## config.mk

```make
export PLATFORM = sky130hd
export DESIGN_NAME = bmprle_parse
export DESIGN_NICKNAME = d
export VERILOG_FILES = /design/src/hw/rtl/bmprle_pkg.sv /design/src/hw/rtl/bmprle_parse.sv
export SDC_FILE = /design/constraint.sdc
export NUM_CORES = 1
export LEC_CHECK = 0
export ABC_AREA = 0
export BUFFER_PORTS_ARGS = -buffer_cell sky130_fd_sc_hd__buf_4
export CORE_MARGIN = 4
export CORE_UTILIZATION = 45
export CTS_CLUSTER_DIAMETER = 50
export DETAILED_ROUTE_END_ITERATION = 10
export GPL_TIMING_DRIVEN = 0
export PLACE_DENSITY_LB_ADDON = 0.25
export SYNTH_ARGS = -nofsm -noshare
export SYNTH_HDL_FRONTEND = slang
export SYNTH_SLANG_ARGS = --single-unit
```

## constraint.sdc

```tcl
create_clock -name clock -period 7.1 [get_ports clock]
set_input_delay 1.42 -clock clock [delete_from_list [all_inputs] [get_ports clock]]
set_output_delay 1.42 -clock clock [all_outputs]
set_load 0.005 [all_outputs]
```

## src/hw/rtl/bmprle_pkg.sv

```systemverilog
`timescale 1ns / 1ps
// ----------------------------------------------------------------------------
// bmprle_pkg
// Shared types and codes for the BMP RLE8/RLE4 span decoder: request and
// response payloads, configuration set, operation and escape codes.
// ----------------------------------------------------------------------------
package bmprle_pkg;

   localparam int MAX_DIM_DEF       = 4096;
   localparam int PALETTE_DEPTH_DEF = 256;

   localparam logic [1:0] OP_DATA = 2'd0;
   localparam logic [1:0] OP_PAL  = 2'd1;
   localparam logic [1:0] OP_NEW  = 2'd2;

   localparam logic [1:0] CSR_WIDTH  = 2'd0;
   localparam logic [1:0] CSR_HEIGHT = 2'd1;
   localparam logic [1:0] CSR_NIBBLE = 2'd2;
   localparam logic [1:0] CSR_BYTES  = 2'd3;

   localparam logic [7:0] ESC_EOL   = 8'd0;
   localparam logic [7:0] ESC_EOB   = 8'd1;
   localparam logic [7:0] ESC_DELTA = 8'd2;

   localparam logic KIND_SPAN = 1'b0;
   localparam logic KIND_END  = 1'b1;

   typedef struct packed {
      logic [1:0]  op;
      logic [7:0]  data_byte;
      logic [7:0]  palette_index;
      logic [23:0] palette_color;
   } req_type;

   typedef struct packed {
      logic        kind;
      logic [11:0] x_start;
      logic [11:0] row;
      logic [7:0]  span_length;
      logic [23:0] color_even;
      logic [23:0] color_odd;
   } rsp_type;

   typedef struct packed {
      logic [12:0] image_width;
      logic [12:0] image_height;
      logic        nibble_mode;
      logic [31:0] compressed_bytes;
   } cfg_type;

   typedef struct packed {
      logic [1:0]  op;
      logic [7:0]  data_byte;
      logic [23:0] color_a;
      logic [23:0] color_b;
   } item_type;

endpackage

```

## src/hw/rtl/bmprle_parse.sv

```systemverilog
`timescale 1ns / 1ps
// ----------------------------------------------------------------------------
// bmprle_parse
// Stream parser: holds the decode state and turns one registered request
// into at most one span or end-of-image response.
// ----------------------------------------------------------------------------
module bmprle_parse #(
   parameter int MAX_DIM = bmprle_pkg::MAX_DIM_DEF
) (
   input  logic                 clock,
   input  logic                 reset,
   input  bmprle_pkg::cfg_type  cfg,
   input  bmprle_pkg::item_type item,
   input  logic                 advance,
   output logic                 res_valid,
   output bmprle_pkg::rsp_type  res_data
);
   import bmprle_pkg::*;

   localparam int POS_W = $clog2(MAX_DIM + 1);
   localparam int SUM_W = ((POS_W > 8) ? POS_W : 8) + 1;

   typedef enum logic [2:0] {
      PH_CODE,
      PH_SECOND,
      PH_DX,
      PH_DY,
      PH_LIT,
      PH_PAD
   } phase_type;

   function automatic logic [POS_W-1:0] sat_pos(input logic [POS_W-1:0] a,
                                                input logic [7:0] b);
      logic [SUM_W-1:0] s;
      s = SUM_W'(a) + SUM_W'(b);
      return (s > SUM_W'(MAX_DIM)) ? POS_W'(MAX_DIM) : POS_W'(s);
   endfunction

   phase_type        phase_ff, phase_in;
   logic [7:0]       run_ff, run_in;
   logic [7:0]       lit_ff, lit_in;
   logic             pad_ff, pad_in;
   logic [7:0]       dx_ff, dx_in;
   logic [POS_W-1:0] col_ff, col_in;
   logic [POS_W-1:0] row_ff, row_in;
   logic [31:0]      bytes_ff, bytes_in;
   logic             done_ff, done_in;

   logic             span_do;
   logic [7:0]       span_n;
   logic [23:0]      span_ce;
   logic [23:0]      span_co;
   logic [POS_W-1:0] ew;
   logic [POS_W-1:0] eh;
   logic [POS_W-1:0] room;
   logic [7:0]       len;
   logic [8:0]       b_inc;
   logic [7:0]       b;

   assign b     = item.data_byte;
   assign b_inc = {1'b0, b} + 9'd1;
   assign ew    = (32'(cfg.image_width) > 32'(MAX_DIM)) ? POS_W'(MAX_DIM)
                                                        : POS_W'(cfg.image_width);
   assign eh    = (32'(cfg.image_height) > 32'(MAX_DIM)) ? POS_W'(MAX_DIM)
                                                         : POS_W'(cfg.image_height);
   assign room  = ew - col_ff;
   assign len   = (32'(span_n) < 32'(room)) ? span_n : 8'(room);

   always_comb begin
      phase_in  = phase_ff;
      run_in    = run_ff;
      lit_in    = lit_ff;
      pad_in    = pad_ff;
      dx_in     = dx_ff;
      col_in    = col_ff;
      row_in    = row_ff;
      bytes_in  = bytes_ff;
      done_in   = done_ff;
      res_valid = 1'b0;
      res_data  = '0;
      span_do   = 1'b0;
      span_n    = '0;
      span_ce   = '0;
      span_co   = '0;

      unique case (item.op)
         OP_NEW: begin
            phase_in = PH_CODE;
            run_in   = '0;
            lit_in   = '0;
            pad_in   = 1'b0;
            dx_in    = '0;
            col_in   = '0;
            row_in   = '0;
            bytes_in = '0;
            done_in  = 1'b0;
         end
         OP_DATA: begin
            if (!done_ff) begin
               if (phase_ff == PH_CODE && bytes_ff >= cfg.compressed_bytes) begin
                  done_in       = 1'b1;
                  phase_in      = PH_CODE;
                  res_valid     = 1'b1;
                  res_data.kind = KIND_END;
               end else begin
                  if (bytes_ff != '1) begin
                     bytes_in = bytes_ff + 32'd1;
                  end
                  unique case (phase_ff)
                     PH_CODE: begin
                        run_in   = b;
                        phase_in = PH_SECOND;
                     end
                     PH_SECOND: begin
                        priority if (run_ff != '0) begin
                           phase_in = PH_CODE;
                           span_do  = 1'b1;
                           span_n   = run_ff;
                           span_ce  = item.color_a;
                           span_co  = cfg.nibble_mode ? item.color_b : item.color_a;
                        end else if (b == ESC_EOL) begin
                           col_in   = '0;
                           row_in   = sat_pos(row_ff, 8'd1);
                           phase_in = PH_CODE;
                        end else if (b == ESC_EOB) begin
                           done_in       = 1'b1;
                           phase_in      = PH_CODE;
                           res_valid     = 1'b1;
                           res_data.kind = KIND_END;
                        end else if (b == ESC_DELTA) begin
                           phase_in = PH_DX;
                        end else begin
                           lit_in   = b;
                           pad_in   = cfg.nibble_mode ? b_inc[1] : b[0];
                           phase_in = PH_LIT;
                        end
                     end
                     PH_DX: begin
                        dx_in    = b;
                        phase_in = PH_DY;
                     end
                     PH_DY: begin
                        col_in   = sat_pos(col_ff, dx_ff);
                        row_in   = sat_pos(row_ff, b);
                        phase_in = PH_CODE;
                     end
                     PH_LIT: begin
                        span_do = 1'b1;
                        span_ce = item.color_a;
                        if (cfg.nibble_mode) begin
                           span_n  = (lit_ff >= 8'd2) ? 8'd2 : lit_ff;
                           span_co = (span_n == 8'd2) ? item.color_b : '0;
                        end else begin
                           span_n  = (lit_ff >= 8'd1) ? 8'd1 : 8'd0;
                           span_co = item.color_a;
                        end
                        lit_in = lit_ff - span_n;
                        if (lit_in == '0) begin
                           phase_in = pad_ff ? PH_PAD : PH_CODE;
                        end
                     end
                     PH_PAD: begin
                        pad_in   = 1'b0;
                        phase_in = PH_CODE;
                     end
                     default: begin
                        pad_in   = 1'b0;
                        phase_in = PH_CODE;
                     end
                  endcase
               end
            end
         end
         default: begin
         end
      endcase

      if (span_do) begin
         if (row_ff < eh && col_ff < ew && span_n != '0) begin
            res_valid            = 1'b1;
            res_data.kind        = KIND_SPAN;
            res_data.x_start     = 12'(col_ff);
            res_data.row         = 12'(row_ff);
            res_data.span_length = len;
            res_data.color_even  = span_ce;
            res_data.color_odd   = span_co;
         end
         col_in = sat_pos(col_ff, span_n);
      end
   end

   always_ff @(posedge clock) begin
      if (reset) begin
         phase_ff <= PH_CODE;
         run_ff   <= '0;
         lit_ff   <= '0;
         pad_ff   <= 1'b0;
         dx_ff    <= '0;
         col_ff   <= '0;
         row_ff   <= '0;
         bytes_ff <= '0;
         done_ff  <= 1'b0;
      end else if (advance) begin
         phase_ff <= phase_in;
         run_ff   <= run_in;
         lit_ff   <= lit_in;
         pad_ff   <= pad_in;
         dx_ff    <= dx_in;
         col_ff   <= col_in;
         row_ff   <= row_in;
         bytes_ff <= bytes_in;
         done_ff  <= done_in;
      end
   end

endmodule

```

Yosys cells after proc, flatten, opt, wreduce, memory -nomap -nowiden
Cells that the tools add are included.
{ "totals": {"output_inout_bits": 82, "inputBits": 120, "word_cells": 180, "register_bits": 87} }
{ "classes": {"n_reduce_logical": 21, "n_addsub": 8, "order_cmp": 12, "muxes": 102, "eq_ne": 28} }
{ "ops": {"columns": ["cell", "n"], "rows": [
  ["$mux W24", 11],
  ["$mux W13", 15],
  ["$mux W8", 23],
  ["$mux W81", 2],
  ["$pmux W13 S2", 4],
  ["$mux W32", 3],
  ["$pmux W24 S2", 2],
  ["$pmux W8 S2", 5],
  ["$pmux W32 S2", 1],
  ["$gt A14 B13 Y1 const B", 4],
  ["$add A13 B8 Y14", 3],
  ["$add A32 B1 Y32 const B", 1],
  ["$ge A32 B32 Y1", 1],
  ["$ne A32 B32 Y1 const B", 1],
  ["$gt A13 B13 Y1 const B", 2],
  ["$lt A13 B13 Y1", 2],
  ["$mux W3", 8],
  ["$mux W1", 22],
  ["$ne A3 B3 Y1 const B", 7],
  ["$reduce_and A9 Y1", 2],
  ["$eq A8 B2 Y1 const B", 2],
  ["$logic_not A8 Y1", 2],
  ["$reduce_bool A8 Y1", 2],
  ["$reduce_and A5 Y1", 3],
  ["30 further kinds", 43]
]} }

Logic depth before layout (Yosys ltp)
{ "logic_depth": {"depth_word": 15, "mapped_depth": 19, "ltp_nobuf": 17} }

Least setup slack after synthesis
Ideal clock, no wire load.
{ "synth_path": {"path_type": "in2out", "start": "input port cfg[58] (netlist bit)", "end": "output port res_data[54] (netlist bit)", "arrival_ns": 4.504, "n_path_buf": 2, "slack_ns": 1.176, "t_required_ns": 5.680, "cell_stages": 18, "path_cell_list": "clkbuf_1 > nand2b_1 > ha_1 > inv_1 > fa_1 > a21o_1 > a21oi_1 > o21bai_1 > a21oi_1 > xor2_1 > ha_1 > nand3_1 > nor3_2 > o41ai_2 > o211ai_1 > o2111ai_2 > buf_6 > o41ai_1"} }
{ "synth_lines": {"columns": ["element", "line_no", "source"], "rows": [
  ["from (decl)", "bmprle_parse.sv:12", "input bmprle_pkg::cfg_type cfg,"],
  ["to (decl)", "bmprle_parse.sv:16", "output bmprle_pkg::rsp_type res_data"]
]} }

==> results.sh <==
export IMPL_fin_nets=1739
export IMPL_dp_cells=1781
export IMPL_leakagePower_nw=5.346
export IMPL_holdCritPathClass="reg2reg"
export IMPL_rows=53
export IMPL_synth_avg_cell_area_um2=7.438
export IMPL_num_vias=10500
export IMPL_grt_pass1_vias=9898
export IMPL_layout_commonest_cell="buf_4"
export IMPL_antenna_cells=0
export IMPL_fmax_mhz=151.7
export IMPL_htree_levels=3
export IMPL_critPathMaxStageDelay_ns=0.40
export IMPL_path_clk_slew_ns=0.06
export IMPL_ir_drop_mv=0.09724
export IMPL_synthFlopType="dfxtp_1"
export IMPL_routabilityCongestion=0.9361
export IMPL_critPathLaunchType="input port"
export IMPL_crit_chain="buf_4, nand2b_1, ha_1, inv_1, fa_1, a21o_1, a21oi_1, o21bai_1, a21oi_1, xor2_1, ha_1, nand3_1, nor3_2, o41ai_2, o211ai_1, o2111ai_2, buf_6, o41ai_1, buf_4"
export IMPL_cts_tree="built"
export IMPL_ant_nets=0
export IMPL_synth_top_area_cell="dfxtp_1"
export IMPL_crit_family="compound AO/OA/AOI/OAI gates"
export IMPL_clk_latency_ns=0.35
export IMPL_slew_headroom=0.4383
export IMPL_synth_cell_type_count=101
export IMPL_slowest_stage="fa_1"
export IMPL_synth_area_leaders="dfxtp_1 (18%), ha_1 (13%), a21oi_1 (6.6%)"
export IMPL_cts_setup_buffers=0
export IMPL_finalCritPeriodShare=0.9282
export IMPL_rsz0062_at_grt="false"
export IMPL_ys_seq_area_frac=0.1800
export IMPL_fin_cells=1796
export IMPL_synth_seq_cells=87
export IMPL_tns_ns=0
export IMPL_synthArstFlopShare=0
export IMPL_whs_ns=0.4851
export IMPL_grt_max_degree=15
export IMPL_seqCellArea_mm2=0.001742
export IMPL_finalInstanceArea_mm2=0.01188
export IMPL_syn_area_mm2=0.009677
export IMPL_dpl_cell_area_mm2=0.01154
export IMPL_worstMarginPinSlew_ns=0.8417
export IMPL_synthCells=1301
export IMPL_cts_buffer_depth=2
export IMPL_io_pins=202
export IMPL_multi_input_area_mm2=0.007330
export IMPL_dieArea_mm2=0.02391
export IMPL_path_max_fanout=13
export IMPL_dieWidth_um=154.6
export IMPL_fin_crit_ns=6.590
export IMPL_cts_sinks=87
export IMPL_synth_edff_count=0
export IMPL_holdBufCountCts=0
export IMPL_end_kind="output pin"
export IMPL_drcViolationCount=0
export IMPL_clock_root_buffer="clkbuf_16"
export IMPL_finClkSkew_ns=0.01181
export IMPL_powerDensity_mw_per_mm2=114.8
export IMPL_layout_common_cells="buf_4 (202), a21oi_1 (128), nor2_1 (102), ha_1 (98), nand2_1 (97)"
export IMPL_hold_viol=0
export IMPL_grt_overflow=0
export IMPL_path_class="in2out"
export IMPL_drv_cap=0
export IMPL_drv_slew=0
export IMPL_finalSetupViolCount=0
export IMPL_crit_buf_inv=4
export IMPL_start_util=0.4589
export IMPL_final_core_util=0.5631
export IMPL_drive_above_1_share=0.1940
export IMPL_cts_buffers=9
export IMPL_drt_pass1_iter_count=5
export IMPL_required_ns=5.68
export IMPL_dp_hpwl_um=25210
export IMPL_grt_usage=0.2500
export IMPL_wl_per_cell_um=17.37
export IMPL_outcome="completed"
export IMPL_viasPerCell=5.846
export IMPL_area_growth_pct=22.72
export IMPL_antenna_found_initial=0
export IMPL_die_h_um=154.6
export IMPL_routed_wl_um=31200
export IMPL_grt_pass1_wl_um=49890
export IMPL_drt_iter0_drc=792
export IMPL_yosys_warnings=0
export IMPL_fillers=2062
export IMPL_crit_arrival_ns=5.17
export IMPL_io_buffers=201
export IMPL_synth_top_area_frac=0.1800
export IMPL_coreArea_mm2=0.02109
-- path summary, 6_finish.rpt --
| path | slack, ns | startpoint | end | cells after the start |
|---|---|---|---|---|
| worst max-delay path | 0.51 | cfg[58] | res_data[55] | 19 |
| worst min-delay path | 0.49 | dx_ff[3] | dx_ff[3] | 2 |
| worst max register to register | 2.95 | phase_ff[2] | col_ff[4] | 15 |
| worst min register to register | 0.49 | dx_ff[3] | dx_ff[3] | 2 |
-- layout make-up --
type / instances / area share
Buffer: 58 / 0.02950
Inverter: 71 / 0.02244
Sequential cell: 87 / 0.1467
Tap cell: 275 / 0.02897
Multi-Input combinational cell: 1088 / 0.6172
Clock buffer: 12 / 0.02160
Timing Repair Buffer: 201 / 0.1271
Clock inverter: 4 / 0.006533
-- worst register-to-register path, stage by stage, from the launching register on --
cell,delay (ns)
dfxtp_1,0.31
buf_6,0.13
nor3b_4,0.42
clkbuf_1,0.45
and3_1,0.38
ha_1,0.29
buf_6,0.14
and2_2,0.19
or2_2,0.29
o31ai_1,0.37
nand3_1,0.12
nor3_1,0.25
o2111a_1,0.25
a21oi_2,0.10
nand2b_4,0.16
a221oi_2,0.22
-- synthesized netlist by cell type (all sizes together) (19+ instances only) --
| master | instances |
|---|---|
| nand3 | 37 |
| nor2b | 51 |
| clkbuf | 37 |
| nand4 | 27 |
| nor3 | 36 |
| a211oi | 19 |
| a21o | 34 |
| buf | 20 |
| or3 | 33 |
| a21oi | 130 |
| ha | 98 |
| nor2 | 107 |
| and3 | 53 |
| xnor2 | 24 |
| dfxtp | 87 |
| o21ai | 91 |
| inv | 69 |
| nand2 | 98 |
-- kinds of logic after synthesis --
logic type                 count (synthesis)  share of synthesized area
AOI/OAI and AO/OA                        400                     0.2735
xor gates and xnor gates                  40                    0.03620
adders and majority gates                104                     0.1382
buffers and inverters                    130                    0.06413
DFF                                       87                     0.1800
muxes                                     13                    0.01358
other                                      1                  0.0003875
and+or+nand+nor                          526                     0.2940
-- state kept, by name (all words and copies together) (netlist names) --
register	count
dx_ff	8
bytes_ff	32
row_ff	13
done_ff	1
run_ff	8
col_ff	13
lit_ff	8
phase_ff	3
pad_ff	1
-- stage by stage --
stage	total power, W	worst slack, ns
floorplan	0.0007101	1.176
global placement	0.0008256	0.2807
detailed placement	0.0008296	0.2913
CTS	0.001360	0.2552
global route	0.001419	0.2909
finish	0.001363	0.5096
-- where the power goes --
part	total (W)	switching [W]	internal [W]
logic	0.000323	0.000181	0.000142
clock network	0.000538	0.000208	0.000329
registers	0.000502	0.00000826	0.000494
total	0.00136	0.000398	0.000965
-- metal layers --
layer	wire [µm]	share of wire	track usage	vias to the layer above
li1	-	-	-	5228
met1	14080	0.45	0.3454	4893
met2	14560	0.47	0.4070	323
met3	1858	0.060	0.03777	56
met4	697	0.022	0.06770	0
met5	0	0	0	-
-- timing repair --
action	in CTS	in global routing
resized for setup	0	0
endpoints found under the hold margin	0	0
setup endpoints to repair	0	6
Note: power is estimated with default switching activity, not from simulation.
